$ cat config.mk
export PLATFORM = sky130hd
export DESIGN_NAME = multi_timer_bank_unit_flat
export DESIGN_NICKNAME = d
export VERILOG_FILES = /design/src/rtl/mtb_pkg.sv /design/src/rtl/mtb_ifs.sv /design/src/rtl/mtb_front.sv /design/src/rtl/mtb_fifo.sv /design/src/rtl/mtb_back.sv /design/src/rtl/multi_timer_bank_unit.sv /design/src/flat_wrapper.sv
export VERILOG_INCLUDE_DIRS = /design/src /design/src/rtl
export SDC_FILE = /design/constraint.sdc
export NUM_CORES = 2
export LEC_CHECK = 0
export ABC_AREA = 1
export BUFFER_PORTS_ARGS = -buffer_cell sky130_fd_sc_hd__buf_2
export CAP_MARGIN = 30
export CORE_ASPECT_RATIO = 0.7
export CORE_MARGIN = 8
export CORE_UTILIZATION = 35
export CTS_BUF_LIST = sky130_fd_sc_hd__clkbuf_8
export DETAILED_ROUTE_END_ITERATION = 6
export GPL_TIMING_DRIVEN = 1
export SLEW_MARGIN = 20
export SYNTH_ARGS = -nofsm -noshare
export SYNTH_HDL_FRONTEND = slang
export SYNTH_SLANG_ARGS = --single-unit
$ cat constraint.sdc
create_clock -name clk -period 7.75 [get_ports clk]
set_input_delay 0.775 -clock clk [delete_from_list [all_inputs] [get_ports clk]]
set_output_delay 0.775 -clock clk [all_outputs]
set_load 0.03 [all_outputs]
$ cat src/rtl/assert_macros.svh
// Assertion macros shared by the timer bank RTL.
`ifndef ASSERT_MACROS_SVH
`define ASSERT_MACROS_SVH

// Same-cycle implication, checked outside reset
`define CHK_IMPL(lbl, ck, rn, ante, cons, msg) \
	lbl: assert property (@(posedge ck) disable iff (!rn) (ante) |-> (cons)) \
		else $error(msg);

// Next-cycle implication, checked outside reset
`define CHK_NEXT(lbl, ck, rn, ante, cons, msg) \
	lbl: assert property (@(posedge ck) disable iff (!rn) (ante) |=> (cons)) \
		else $error(msg);

`endif

$ cat src/rtl/mtb_pkg.sv
// Types and codes of the multi-timer bank.
`timescale 1ns / 1ps
`default_nettype none
package mtb_pkg;

	localparam int ID_W     = 4;   // timer id width
	localparam int CNT_W    = 5;   // timers-in-use count, up to 16
	localparam int MAX_CAP  = 16;  // ids are 4 bits wide
	localparam int PERIOD_W = 32;
	localparam int REM_W    = 32;

	localparam logic [REM_W-1:0] REM_MAX = 32'h7fff_ffff;
	localparam logic [REM_W-1:0] REM_MIN = 32'h8000_0000;

	// Input item modes
	typedef enum logic [2:0] {
		MODE_TICK    = 3'd0,
		MODE_ADD     = 3'd1,
		MODE_SET     = 3'd2,
		MODE_START   = 3'd3,
		MODE_STOP    = 3'd4,
		MODE_QUERY   = 3'd5
	} mode_t;

	// Result kinds
	typedef enum logic [1:0] {
		EV_DONE    = 2'd0,
		EV_EXPIRED = 2'd1,
		EV_FULL    = 2'd2,
		EV_BADID   = 2'd3
	} event_kind_t;

	// Classified commands passed from front to back
	typedef enum logic [2:0] {
		CMD_TICK,
		CMD_ADD,
		CMD_FULL,
		CMD_BADID,
		CMD_SET,
		CMD_START,
		CMD_STOP,
		CMD_QUERY
	} cmd_kind_t;

	typedef struct packed {
		cmd_kind_t             kind;
		logic [ID_W-1:0]       id;          // target id, or new id for add
		logic [PERIOD_W-1:0]   period;
		logic                  single_shot;
		logic [CNT_W-1:0]      count;       // timers to walk on a tick
	} cmd_t;

	// Back-end sequencer states
	typedef enum logic [1:0] {
		B_IDLE,
		B_WALK,
		B_FINISH
	} bstate_t;

endpackage
`default_nettype wire

$ cat src/rtl/mtb_ifs.sv
// Command and event channel interfaces of the multi-timer bank.
`timescale 1ns / 1ps
`default_nettype none
interface mtb_cmd_if;
	logic        valid;
	logic        ready;
	logic [2:0]  mode;
	logic [3:0]  timer_id;
	logic [31:0] period;
	logic        single_shot;

	modport source (output valid, output mode, output timer_id, output period,
		output single_shot, input ready);
	modport sink (input valid, input mode, input timer_id, input period,
		input single_shot, output ready);
endinterface

interface mtb_evt_if;
	logic               valid;
	logic               ready;
	logic [1:0]         event_kind;
	logic [3:0]         which_timer;
	logic               running;
	logic signed [31:0] remaining;
	logic               last_result;

	modport source (output valid, output event_kind, output which_timer,
		output running, output remaining, output last_result, input ready);
	modport sink (input valid, input event_kind, input which_timer,
		input running, input remaining, input last_result, output ready);
endinterface
`default_nettype wire

$ cat src/rtl/mtb_front.sv
// Front end: accepts command items, checks ids and capacity, assigns new ids.
`timescale 1ns / 1ps
`default_nettype none
`include "assert_macros.svh"
module mtb_front
	import mtb_pkg::*;
#(
	parameter int NUM_TIMERS = 16
) (
	input  wire          clk,
	input  wire          arst_n,
	mtb_cmd_if.sink      cmd,
	output logic         q_push,
	output cmd_t         q_wdata,
	input  wire          q_full
);

	localparam int CAP = (NUM_TIMERS < MAX_CAP) ? NUM_TIMERS : MAX_CAP;
	localparam int CW  = $clog2(CAP + 1);

	logic [CW-1:0] cnt_q;
	logic          accept;
	logic          full;
	logic          bad_id;
	logic          add_ok;

	assign cmd.ready = !q_full;
	assign accept    = cmd.valid && !q_full;
	assign full      = (cnt_q == CW'(CAP));
	assign bad_id    = (CNT_W'(cmd.timer_id) >= CNT_W'(cnt_q));

	// Classify the item; unused modes are dropped here
	always_comb begin
		q_push              = 1'b0;
		add_ok              = 1'b0;
		q_wdata.kind        = CMD_TICK;
		q_wdata.id          = cmd.timer_id;
		q_wdata.period      = cmd.period;
		q_wdata.single_shot = cmd.single_shot;
		q_wdata.count       = CNT_W'(cnt_q);
		unique case (cmd.mode)
			MODE_TICK: begin
				q_push = accept;
			end
			MODE_ADD: begin
				q_push = accept;
				if (full) begin
					q_wdata.kind = CMD_FULL;
				end else begin
					add_ok       = 1'b1;
					q_wdata.kind = CMD_ADD;
					q_wdata.id   = ID_W'(cnt_q);
				end
			end
			MODE_SET, MODE_START, MODE_STOP, MODE_QUERY: begin
				q_push = accept;
				if (bad_id) begin
					q_wdata.kind = CMD_BADID;
				end else begin
					unique case (cmd.mode)
						MODE_SET:   q_wdata.kind = CMD_SET;
						MODE_START: q_wdata.kind = CMD_START;
						MODE_STOP:  q_wdata.kind = CMD_STOP;
						default:    q_wdata.kind = CMD_QUERY;
					endcase
				end
			end
			default: begin
				q_push = 1'b0;
			end
		endcase
	end

	// Timers in use
	always_ff @(posedge clk or negedge arst_n) begin
		if (!arst_n) begin
			cnt_q <= '0;
		end else if (q_push && add_ok) begin
			cnt_q <= cnt_q + CW'(1);
		end
	end

	`CHK_NEXT(a_add_bumps_count, clk, arst_n, q_push && add_ok, cnt_q == $past(cnt_q) + CW'(1), "add did not advance the timer count")
	`CHK_IMPL(a_count_in_range, clk, arst_n, 1'b1, cnt_q <= CW'(CAP), "timer count above capacity")

endmodule
`default_nettype wire

$ cat src/rtl/mtb_fifo.sv
// Two-entry command queue between front end and back end.
`timescale 1ns / 1ps
`default_nettype none
`include "assert_macros.svh"
module mtb_fifo
	import mtb_pkg::*;
(
	input  wire   clk,
	input  wire   arst_n,
	input  wire   push,
	input  cmd_t  wdata,
	output logic  full,
	input  wire   pop,
	output logic  valid,
	output cmd_t  rdata
);

	cmd_t       mem_q [2];
	logic       wptr_q;
	logic       rptr_q;
	logic [1:0] cnt_q;

	assign full  = (cnt_q == 2'd2);
	assign valid = (cnt_q != 2'd0);
	assign rdata = mem_q[rptr_q];

	// Pointers and fill level
	always_ff @(posedge clk or negedge arst_n) begin
		if (!arst_n) begin
			wptr_q <= 1'b0;
			rptr_q <= 1'b0;
			cnt_q  <= 2'd0;
		end else begin
			if (push) wptr_q <= !wptr_q;
			if (pop)  rptr_q <= !rptr_q;
			if (push && !pop) begin
				cnt_q <= cnt_q + 2'd1;
			end else if (pop && !push) begin
				cnt_q <= cnt_q - 2'd1;
			end
		end
	end

	// Entry storage
	always_ff @(posedge clk) begin
		if (push) mem_q[wptr_q] <= wdata;
	end

	`CHK_IMPL(a_no_overflow, clk, arst_n, push, !full || pop, "push into a full queue")
	`CHK_IMPL(a_empty_ptrs, clk, arst_n, cnt_q == 2'd0, wptr_q == rptr_q, "empty queue with unequal pointers")

endmodule
`default_nettype wire

$ cat src/rtl/mtb_back.sv
// Back end: time base, timer tables, tick walk and result register.
`timescale 1ns / 1ps
`default_nettype none
`include "assert_macros.svh"
module mtb_back
	import mtb_pkg::*;
#(
	parameter int NUM_TIMERS = 16,
	parameter int TIME_WIDTH = 32
) (
	input  wire          clk,
	input  wire          arst_n,
	input  wire          q_valid,
	input  cmd_t         q_rdata,
	output logic         q_pop,
	mtb_evt_if.source    evt
);

	localparam int CAP = (NUM_TIMERS < MAX_CAP) ? NUM_TIMERS : MAX_CAP;
	localparam int IW  = (CAP > 1) ? $clog2(CAP) : 1;
	localparam int TW  = TIME_WIDTH;
	localparam int XW  = TW + REM_W;
	localparam logic signed [XW-1:0] XMAX = {{(TW + 1){1'b0}}, {(REM_W - 1){1'b1}}};
	localparam logic signed [XW-1:0] XMIN = {{(TW + 1){1'b1}}, {(REM_W - 1){1'b0}}};

	// Time base and tables
	logic [TW-1:0]  now_q;
	logic [TW-1:0]  deadline_q [CAP];
	logic [TW-1:0]  reload_q   [CAP];
	logic           shot_q     [CAP];
	logic           en_q       [CAP];

	// Sequencer
	bstate_t          state_q, state_n;
	logic [IW-1:0]    idx_q;
	logic [CNT_W-1:0] tcnt_q;
	logic             held_q;
	logic [ID_W-1:0]  held_id_q;
	logic             held_run_q;

	// Result register
	logic               ov_q;
	event_kind_t        o_kind_q;
	logic [ID_W-1:0]    o_id_q;
	logic               o_run_q;
	logic [REM_W-1:0]   o_rem_q;
	logic               o_last_q;

	// Table access
	logic [IW-1:0]  rd_idx;
	logic [TW-1:0]  rd_deadline;
	logic [TW-1:0]  rd_reload;
	logic           rd_shot;
	logic           rd_en;
	logic [TW-1:0]  period_t;
	logic [TW-1:0]  sum_period;
	logic [TW-1:0]  sum_reload;
	logic [TW-1:0]  since_dl;
	logic [TW-1:0]  diff;
	logic signed [XW-1:0] diff_x;
	logic [REM_W-1:0] rem_sat;
	logic           expired;
	logic           out_free;
	logic           at_end;

	// Control decoded each cycle
	logic             wr_dl, wr_rl, wr_shot, wr_en, en_val;
	logic [TW-1:0]    dl_val;
	logic             now_inc, idx_clr, idx_adv, tcnt_ld;
	logic             held_set, held_clr;
	logic             ld_out;
	event_kind_t      n_kind;
	logic [ID_W-1:0]  n_id;
	logic             n_run;
	logic [REM_W-1:0] n_rem;
	logic             n_last;

	assign rd_idx      = (state_q == B_IDLE) ? q_rdata.id[IW-1:0] : idx_q;
	assign rd_deadline = deadline_q[rd_idx];
	assign rd_reload   = reload_q[rd_idx];
	assign rd_shot     = shot_q[rd_idx];
	assign rd_en       = en_q[rd_idx];
	assign period_t    = TW'(q_rdata.period);
	assign sum_period  = now_q + period_t;
	assign sum_reload  = now_q + rd_reload;
	assign since_dl    = now_q - rd_deadline;
	assign expired     = rd_en && !since_dl[TW-1];
	assign out_free    = !ov_q || evt.ready;
	assign at_end      = ((CNT_W'(idx_q) + CNT_W'(1)) == tcnt_q);

	// Remaining ticks, sign-extended and clamped to 32 bits
	assign diff   = rd_deadline - now_q;
	assign diff_x = XW'(signed'(diff));
	always_comb begin
		if (diff_x > XMAX) begin
			rem_sat = REM_MAX;
		end else if (diff_x < XMIN) begin
			rem_sat = REM_MIN;
		end else begin
			rem_sat = diff_x[REM_W-1:0];
		end
	end

	// Sequencer next state and table writes
	always_comb begin
		state_n  = state_q;
		q_pop    = 1'b0;
		wr_dl    = 1'b0;
		wr_rl    = 1'b0;
		wr_shot  = 1'b0;
		wr_en    = 1'b0;
		en_val   = 1'b0;
		dl_val   = sum_reload;
		now_inc  = 1'b0;
		idx_clr  = 1'b0;
		idx_adv  = 1'b0;
		tcnt_ld  = 1'b0;
		held_set = 1'b0;
		held_clr = 1'b0;
		ld_out   = 1'b0;
		n_kind   = EV_DONE;
		n_id     = q_rdata.id;
		n_run    = 1'b0;
		n_rem    = '0;
		n_last   = 1'b1;
		unique case (state_q)
			B_IDLE: begin
				if (q_valid) begin
					if (q_rdata.kind == CMD_TICK) begin
						q_pop   = 1'b1;
						now_inc = 1'b1;
						idx_clr = 1'b1;
						tcnt_ld = 1'b1;
						if (q_rdata.count != '0) state_n = B_WALK;
					end else if (out_free) begin
						q_pop  = 1'b1;
						ld_out = 1'b1;
						unique case (q_rdata.kind)
							CMD_ADD: begin
								wr_dl   = 1'b1;
								dl_val  = sum_period;
								wr_rl   = 1'b1;
								wr_shot = 1'b1;
								wr_en   = 1'b1;
								en_val  = 1'b0;
							end
							CMD_FULL: begin
								n_kind = EV_FULL;
								n_id   = '0;
							end
							CMD_BADID: begin
								n_kind = EV_BADID;
							end
							CMD_SET: begin
								wr_dl  = 1'b1;
								dl_val = sum_period;
								wr_rl  = 1'b1;
								n_run  = rd_en;
							end
							CMD_START: begin
								wr_en  = 1'b1;
								en_val = 1'b1;
								wr_dl  = 1'b1;
								n_run  = 1'b1;
							end
							CMD_STOP: begin
								wr_en  = 1'b1;
								en_val = 1'b0;
							end
							CMD_QUERY: begin
								n_run = rd_en;
								n_rem = rem_sat;
							end
							CMD_TICK: begin
								ld_out = 1'b0;
							end
						endcase
					end
				end
			end
			B_WALK: begin
				// An expiry may have to push the held one out first
				if (!(expired && held_q && !out_free)) begin
					if (expired) begin
						wr_dl = 1'b1;
						if (rd_shot) begin
							wr_en  = 1'b1;
							en_val = 1'b0;
						end
						if (held_q) begin
							ld_out = 1'b1;
							n_kind = EV_EXPIRED;
							n_id   = held_id_q;
							n_run  = held_run_q;
							n_last = 1'b0;
						end
						held_set = 1'b1;
					end
					if (at_end) begin
						state_n = B_FINISH;
					end else begin
						idx_adv = 1'b1;
					end
				end
			end
			B_FINISH: begin
				// The last expiry found closes the tick's results
				if (!held_q) begin
					state_n = B_IDLE;
				end else if (out_free) begin
					ld_out   = 1'b1;
					n_kind   = EV_EXPIRED;
					n_id     = held_id_q;
					n_run    = held_run_q;
					n_last   = 1'b1;
					held_clr = 1'b1;
					state_n  = B_IDLE;
				end
			end
			default: begin
				state_n = B_IDLE;
			end
		endcase
	end

	// Control registers
	always_ff @(posedge clk or negedge arst_n) begin
		if (!arst_n) begin
			state_q <= B_IDLE;
			now_q   <= '0;
			idx_q   <= '0;
			tcnt_q  <= '0;
			held_q  <= 1'b0;
			ov_q    <= 1'b0;
			for (int i = 0; i < CAP; i++) en_q[i] <= 1'b0;
		end else begin
			state_q <= state_n;
			if (now_inc) now_q <= now_q + TW'(1);
			if (idx_clr) begin
				idx_q <= '0;
			end else if (idx_adv) begin
				idx_q <= idx_q + IW'(1);
			end
			if (tcnt_ld) tcnt_q <= q_rdata.count;
			if (held_set) begin
				held_q <= 1'b1;
			end else if (held_clr) begin
				held_q <= 1'b0;
			end
			if (ld_out) begin
				ov_q <= 1'b1;
			end else if (evt.ready) begin
				ov_q <= 1'b0;
			end
			if (wr_en) en_q[rd_idx] <= en_val;
		end
	end

	// Timer tables, held expiry and result payload
	always_ff @(posedge clk) begin
		if (wr_dl)   deadline_q[rd_idx] <= dl_val;
		if (wr_rl)   reload_q[rd_idx]   <= period_t;
		if (wr_shot) shot_q[rd_idx]     <= q_rdata.single_shot;
		if (held_set) begin
			held_id_q  <= ID_W'(idx_q);
			held_run_q <= !rd_shot;
		end
		if (ld_out) begin
			o_kind_q <= n_kind;
			o_id_q   <= n_id;
			o_run_q  <= n_run;
			o_rem_q  <= n_rem;
			o_last_q <= n_last;
		end
	end

	assign evt.valid       = ov_q;
	assign evt.event_kind  = o_kind_q;
	assign evt.which_timer = o_id_q;
	assign evt.running     = o_run_q;
	assign evt.remaining   = signed'(o_rem_q);
	assign evt.last_result = o_last_q;

	`CHK_IMPL(a_idle_nothing_held, clk, arst_n, state_q == B_IDLE, !held_q, "expiry still held in idle")
	`CHK_IMPL(a_walk_in_range, clk, arst_n, state_q == B_WALK, CNT_W'(idx_q) < tcnt_q, "walk index past timer count")

endmodule
`default_nettype wire

$ cat src/rtl/multi_timer_bank_unit.sv
// Top level of the multi-timer bank: front end, command queue and back end.
`timescale 1ns / 1ps
`default_nettype none
// A bank of up to min(NUM_TIMERS, 16) software-style timers on one time base.
// Add, set_timeout, start, stop and query are handled in the back end once
// the result register is free, and each gives one result. A tick with no
// timer assigned only advances the time base; otherwise the back end walks
// the assigned timers one per cycle through a single table port, pausing
// while an expiry waits on an unread result, gives one expired result per
// expiring timer in id order (or none), and marks the last one with
// last_result. The front end classifies items into a two-entry queue and
// accepts while it has room, even as the back end walks or a result waits.
// Modes 6 and 7 are accepted and dropped. Only assigned timers are read.
module multi_timer_bank_unit
	import mtb_pkg::*;
#(
	parameter int NUM_TIMERS = 16,
	parameter int TIME_WIDTH = 32
) (
	input  wire        clk,
	input  wire        arst_n,
	mtb_cmd_if.sink    cmd,
	mtb_evt_if.source  evt
);

	logic q_push;
	cmd_t q_wdata;
	logic q_full;
	logic q_pop;
	logic q_valid;
	cmd_t q_rdata;

	mtb_front #(
		.NUM_TIMERS (NUM_TIMERS)
	) u_front (
		.clk     (clk),
		.arst_n  (arst_n),
		.cmd     (cmd),
		.q_push  (q_push),
		.q_wdata (q_wdata),
		.q_full  (q_full)
	);

	mtb_fifo u_fifo (
		.clk    (clk),
		.arst_n (arst_n),
		.push   (q_push),
		.wdata  (q_wdata),
		.full   (q_full),
		.pop    (q_pop),
		.valid  (q_valid),
		.rdata  (q_rdata)
	);

	mtb_back #(
		.NUM_TIMERS (NUM_TIMERS),
		.TIME_WIDTH (TIME_WIDTH)
	) u_back (
		.clk     (clk),
		.arst_n  (arst_n),
		.q_valid (q_valid),
		.q_rdata (q_rdata),
		.q_pop   (q_pop),
		.evt     (evt)
	);

endmodule
`default_nettype wire
$ cat src/flat_wrapper.sv
// flat-port wrapper written by rule: the top's interface ports become plain ports
module multi_timer_bank_unit_flat import mtb_pkg::*;
#(
	parameter int NUM_TIMERS = 16,
	parameter int TIME_WIDTH = 32
)
  (clk, arst_n, cmd_valid, cmd_mode, cmd_timer_id, cmd_period, cmd_single_shot, cmd_ready, evt_valid, evt_event_kind, evt_which_timer, evt_running, evt_remaining, evt_last_result, evt_ready);
  mtb_cmd_if cmd_i ();
  mtb_evt_if evt_i ();
  input  wire clk;
  input  wire arst_n;
  input wire logic [$bits(cmd_i.valid)-1:0] cmd_valid;
  input wire logic [$bits(cmd_i.mode)-1:0] cmd_mode;
  input wire logic [$bits(cmd_i.timer_id)-1:0] cmd_timer_id;
  input wire logic [$bits(cmd_i.period)-1:0] cmd_period;
  input wire logic [$bits(cmd_i.single_shot)-1:0] cmd_single_shot;
  output wire logic [$bits(cmd_i.ready)-1:0] cmd_ready;
  output wire logic [$bits(evt_i.valid)-1:0] evt_valid;
  output wire logic [$bits(evt_i.event_kind)-1:0] evt_event_kind;
  output wire logic [$bits(evt_i.which_timer)-1:0] evt_which_timer;
  output wire logic [$bits(evt_i.running)-1:0] evt_running;
  output wire logic [$bits(evt_i.remaining)-1:0] evt_remaining;
  output wire logic [$bits(evt_i.last_result)-1:0] evt_last_result;
  input wire logic [$bits(evt_i.ready)-1:0] evt_ready;
  assign cmd_i.valid = cmd_valid;
  assign cmd_i.mode = cmd_mode;
  assign cmd_i.timer_id = cmd_timer_id;
  assign cmd_i.period = cmd_period;
  assign cmd_i.single_shot = cmd_single_shot;
  assign cmd_ready = cmd_i.ready;
  assign evt_valid = evt_i.valid;
  assign evt_event_kind = evt_i.event_kind;
  assign evt_which_timer = evt_i.which_timer;
  assign evt_running = evt_i.running;
  assign evt_remaining = evt_i.remaining;
  assign evt_last_result = evt_i.last_result;
  assign evt_i.ready = evt_ready;
  multi_timer_bank_unit #(.NUM_TIMERS(NUM_TIMERS), .TIME_WIDTH(TIME_WIDTH)) u_core (.clk(clk), .arst_n(arst_n), .cmd(cmd_i), .evt(evt_i));
endmodule
=== Yosys cells after proc, flatten, opt, wreduce, memory -nomap -nowiden ===
Memories as Yosys holds them, arrays and structs flattened.
Cells that the tools add are included.
Widths: inputs -> output; s select.

* Register bits after elaboration: 115
* RAM bits: 1130
* Input bits: 44
* Output and inout bits: 42
* Word-level logic and storage cells: 247
* Memories kept: 4

{| class="wikitable"
|+ Memory list
! memory !! words !! bits a word !! read ports !! clocked after memory_dff !! wr ports !! line !! RTL
|-
| u_core.u_back.deadline_q || 16 || 32 || 1 || 0 || 1 || mtb_back.sv:28 || <nowiki>logic [TW-1:0] deadline_q [CAP];</nowiki>
|-
| u_core.u_back.reload_q || 16 || 32 || 1 || 0 || 1 || mtb_back.sv:29 || <nowiki>logic [TW-1:0] reload_q [CAP];</nowiki>
|-
| u_core.u_fifo.mem_q || 2 || 45 || 1 || 0 || 1 || mtb_fifo.sv:18 || <nowiki>cmd_t mem_q [2];</nowiki>
|-
| u_core.u_back.shot_q || 16 || 1 || 1 || 0 || 1 || mtb_back.sv:30 || <nowiki>logic shot_q [CAP];</nowiki>
|}

* $add $sub $neg: 10
* $lt $le $gt $ge: 5
* Equal/unequal tests: 23
* Mux-type cells: 127
* Bitwise operators: 7
* Reduce and logical (&&, ||, !) cells: 37

{| class="wikitable"
|+ Operators with widths
! cell !! number
|-
| $mux 32 || 6
|-
| $mux 1 || 78
|-
| $add 32x32->32 || 2
|-
| $sub 32x32->32 || 2
|-
| $mux 4 || 14
|-
| $add 32x1->32 const B || 1
|-
| $gt 32x32->1 const B || 1
|-
| $lt 32x32->1 const B || 1
|-
| $mux 31 || 1
|-
| $mux 2 || 13
|-
| $eq 3x3->1 const B || 6
|-
| $pmux 2 s3 || 3
|-
| $bwmux 16 || 1
|-
| $eq 3x2->1 const B || 4
|-
| $pmux 4 s3 || 1
|-
| $reduce_or 6->1 || 2
|-
| $reduce_bool 2->1 || 5
|-
| $logic_not 1->1 || 9
|-
| $reduce_or 3->1 || 3
|-
| $logic_and 1x1->1 || 8
|-
| $eq 3x1->1 const B || 2
|-
| $logic_not 3->1 || 2
|-
| $ne 2x1->1 const B || 3
|-
| $not 1->1 || 6
|-
| 29 further kinds || 35
|}

=== Longest topological paths before layout ===
* Depth in word-level cells: 13
* Gate-level depth with buffers: 32

=== By module ===
From an unflattened synthesis, not the netlist that was laid out.

* Cells, all modules: 4004
* Area, all modules: 52888.2 µm²

{| class="wikitable"
|+ By module, submodules not included
! module !! instances !! cells an instance !! area an instance (µm²)
|-
| mtb_back || 1 || 3730 || 48451.5
|-
| mtb_fifo || 1 || 165 || 3653.5
|-
| mtb_front || 1 || 109 || 783.3
|}

=== Worst setup path before layout ===
No wires, ideal clock.

* Path kind: reg2reg
* From: register u_core.u_back.state_q[1]
* To: memory u_core.u_back.deadline_q[10][0] in the netlist's numbering (enable)
* Setup time: 432 ps
* Data arrival time: 5350 ps
* Setup slack: 1968 ps
* Cell stages (with the launch flop): 27
* Path buffers: 5
* Clock period less this slack: 5782 ps
* Path through: dfrtp_1 -> nor2_1 -> buf_2 -> nand2_1 -> nand2_2 -> nor2_2 -> inv_2 -> buf_2 -> buf_2 -> clkbuf_1 -> o22ai_1 -> o21ai_0 -> nand4_1 -> inv_1 -> ha_1 -> nand2_1 -> nor2_1 -> nand2_1 -> a21o_1 -> nand3_1 -> a21oi_1 -> nand3b_1 -> nand3_1 -> nor2_1 -> nand2_2 -> buf_2 -> a21oi_1

* Cells in the longest elaborated chain, start to end: 13

{| class="wikitable"
|+ RTL lines
! element !! line !! RTL
|-
| from (decl) || mtb_back.sv:34 || <nowiki>bstate_t state_q, state_n;</nowiki>
|-
| from (signal assigned) || mtb_back.sv:237 || <nowiki>state_q <= state_n;</nowiki>
|-
| parallel branches: the longest is 13 deep, another holds $mem_v2 16x32 || -- ||
|-
| to (decl) || mtb_back.sv:28 ||
|}

Parallel ways; which one is timed is not known. The select of a mux whose other input is x is not followed.

=== Worst setup path after layout ===
* From: register u_core.u_back.state_q[1]
* To: memory u_core.u_back.deadline_q[4][24] in the netlist's numbering (enable)

Same word-level chain as after synthesis.

==> flow_summary_export.csv <==
group,metric,value,unit
clocking,path_clk_slew,0.06,ns
layout,stdcell_count,6450,
clocking,clock_sinks,1245,
critical_path,crit_fanout,71,
layout,utilization,40.3,%
layout,drive_above_1_share,11.5,%
critical_path,start_kind,"flip-flop",
grt,grt_overflow_total,0,
clocking,numCtsBuffers,184,
hold_path,hold_class,"input port to flip-flop",
critical_path,slowest_stage,"a21oi_1",
sta,final-max-slew-violation-count,0,
synth,synth_edf_count,1175,
sta,period_needed,7.16,ns
synth,synth_area_per_cell,12.8,sq um
critical_path,required,8.27,ns
sta,fin_crit_sh,92.4,%
grt,grt_usage,18.6,%
sta,max_slew.worst_pin.slew,1.03,ns
route,drtIter0Drc,4396,
layout,fin_nets,4496,
die,initial_core_util,35.3,%
critical_path,endpoint_kind,"flip-flop",
sta,rsz0062_at_grt,"false",
clocking,cts_tree,"built",
clocking,cts_resized,0,
layout,syn_to_final_growth,14.1,%
grt,grt_first_pass_wirelength,228,mm
clocking,htree_levels,4,
critical_path,critPathLaunch,"u_core.u_back.state_q[1]$_DFFE_PN0P_",
clocking,clock_latency,0.92,ns
synth,yosysUniqueCellTypes,52,
critical_path,reg2reg_from,"u_core.u_back.state_q[1]$_DFFE_PN0P_",
synth,syn_area,52400,sq um
die,die_y,340,microns
clocking,post_cts_buffers,0,
synth,syn_nets,4263,
synth,synth-seq-cells,1245,
place,placed_cells,6080,
die,core_area,148000,sq um
sta,clock_skew,0.0605,ns
synth,synthFlopType,"edfxtp_1",
run_status,status,"complete, no violations",
critical_path,crit_path_max_incr_delay,0.53,ns
sta,tns,0,ns
route,vias,35472,
clocking,postCtsHoldBufs,28,
place,io_buffers,85,
sta,setup_viol,0,
synth,yosys_warnings,0,
route,drt_drc_violations_left,0,
critical_path,crit_type,"flip-flop to flip-flop",
flow_run,drv_cap,0,
critical_path,r2r-end,"u_core.u_back.deadline_q[4][24]$_DFFE_PP_",
grt,grt_max_degree,112,
place,dp.final_hpwl,97.0,mm
grt,grt_pass1_vias,33944,
place,finalWeightedCongestion,0.961,
critical_path,critPathCapture,"u_core.u_back.deadline_q[4][24]$_DFFE_PP_",
die,ios,86,
critical_path,regToRegSetupSlack,0.59,ns
route,vias_per_cell,5.50,
synth,synthArstFlopShare,5.62,%
route,avgRoutedWirePerCell,24.3,microns
synth,yosysSeqAreaShare,70.6,%
die,die-area,163000,sq um
sta,timing.fmax,140,MHz
critical_path,r2r_cells,27,
route,drt-total-wl,157,mm
grt,antenna_found_initial,3,
clocking,cts-root-buf,"clkbuf_8",
critical_path,cp_data_arrival_time,7.68,ns
sta,slew_headroom,31.0,%
route,firstDrtPassIters,6,
clocking,cts_buffer_depth,3,
die,rows,118,
die,die_x,479,microns
route,ant_nets,0,
sta,hold_viol_final,0,
synth,netlist_instances,4083,
[final cells by class]
class	count	area, sq um
Fill cell	13803	88600
Sequential cell	1245	37000
Multi-Input combinational cell	2384	14000
Clock buffer	189	2600
Tap cell	1980	2480
Timing Repair Buffer	216	1700
Inverter	285	1070
Clock inverter	147	887
Antenna cell	4	10.0
[worst min-delay path by stage]
stage                                       startpoint                                    to  slack (ns)  cells past startpoint
floorplan            u_core.u_back.en_q[0]$_DFFE_PN0P_     u_core.u_back.en_q[0]$_DFFE_PN0P_        0.44                      2
global placement    u_core.u_back.en_q[13]$_DFFE_PN0P_    u_core.u_back.en_q[13]$_DFFE_PN0P_        0.45                      2
detailed placement   u_core.u_back.en_q[3]$_DFFE_PN0P_     u_core.u_back.en_q[3]$_DFFE_PN0P_        0.46                      2
CTS                                     cmd_period[17]  u_core.u_fifo.mem_q[1][23]$_DFFE_PP_       0.001                      1
global route                            cmd_period[17]  u_core.u_fifo.mem_q[0][23]$_DFFE_PP_        0.02                      1
finish                                  cmd_period[17]  u_core.u_fifo.mem_q[1][23]$_DFFE_PP_        0.08                      1
[kinds of logic after synthesis]
logic type | Yosys count | share of synthesized area (%)
xor gates and xnor gates | 75 | 1.25
DFF | 1245 | 70.6
adders and majority gates | 136 | 3.29
muxes | 1 | 0.0191
buffers and inverters | 454 | 3.40
and+or+nand+nor | 1024 | 8.27
AOI/OAI and AO/OA | 1148 | 13.1
[placed cells by master (no fill, tap or decap), types with 84 or more instances in the layout]
| master | n |
|---|---|
| ha_1 | 133 |
| buf_4 | 87 |
| nand2_1 | 570 |
| inv_1 | 332 |
| edfxtp_1 | 1175 |
| o22ai_1 | 436 |
| nor2_1 | 215 |
| a21oi_1 | 174 |
| o21ai_0 | 324 |
| buf_2 | 84 |
| clkbuf_8 | 189 |
[registers in the layout, summed over array words and instances, names as in the netlist, 2 cells and up]
name	cells
u_core.u_back.state_q	2
u_core.u_back.tcnt_q	5
u_core.u_back.held_id_q	4
u_core.u_back.deadline_q	512
u_core.u_fifo.cnt_q	2
u_core.u_back.en_q	16
u_core.u_back.evt.remaining	32
u_core.u_front.cnt_q	5
u_core.u_back.now_q	32
u_core.u_fifo.mem_q	90
u_core.u_back.reload_q	512
u_core.u_back.idx_q	4
u_core.u_back.evt.event_kind	2
u_core.u_back.shot_q	16
u_core.u_back.evt.which_timer	4
[worst max-delay path, delay by kind of cell (launching register included)]
family          cells  cell delay [ns]
buf+inv             7             2.02
simple gates       15             2.74
compound gates      4             0.97
fa+ha+maj           1             0.50
flops               1             0.41
[per-layer routing]
layer  global-route usage (%)  routed length (microns)  vias up
met2                     26.9                    66500     1725
li1                         -                        -    15878
met3                     4.18                    15200      236
met5                        0                        0        -
met4                     4.83                     3320        0
met1                     28.0                    71700    17633
[cell usage after synthesis, types with 2 or more instances]
master,n,area [sq um]
o21ai_0,327,1640
buf_2,31,155
or2_2,12,75.1
nor2_2,4,25.0
o21bai_1,9,67.6
clkbuf_1,107,402
a21boi_0,6,45.0
dfrtp_1,70,1750
inv_2,7,26.3
o31ai_1,4,30.0
o21a_1,12,90.1
o2111a_1,31,349
a22oi_1,82,616
o21ai_1,7,35.0
nand2_2,6,37.5
a31oi_1,13,81.3
buf_6,5,56.3
nor2_1,239,897
o22ai_1,436,2730
o211ai_1,5,37.5
nand3_1,67,335
a21oi_1,190,951
nand4_1,63,394
xor2_1,57,499
nor3_1,26,130
clkinv_1,2,7.51
buf_1,25,93.8
a211oi_1,3,22.5
o21ai_2,5,43.8
nand2_4,2,22.5
fa_1,3,60.1
inv_1,276,1040
ha_1,133,1660
a221oi_1,9,78.8
nor4_1,14,87.6
edfxtp_1,1175,35300
nor4_2,3,37.5
nand3b_1,10,75.1
nand2_1,573,2150
xnor2_1,18,158
a21o_1,5,37.5
[stage by stage]
| step | setup slack, ns | hold WS (ns) | area [sq um] |
|---|---|---|---|
| detailed placement | 0.791 | 0.462 | 56000 |
| finish | 0.586 | 0.0832 | 59800 |
| floorplan | 1.97 | 0.442 | 52400 |
| global placement | 0.900 | 0.455 | 56000 |
| global route | 0.238 | 0.0168 | 59800 |
| CTS | 0.749 | 0.00101 | 59800 |
Power is not shown: default switching activity piles up to over one toggle a cycle in this logic, so the estimate is an artifact.
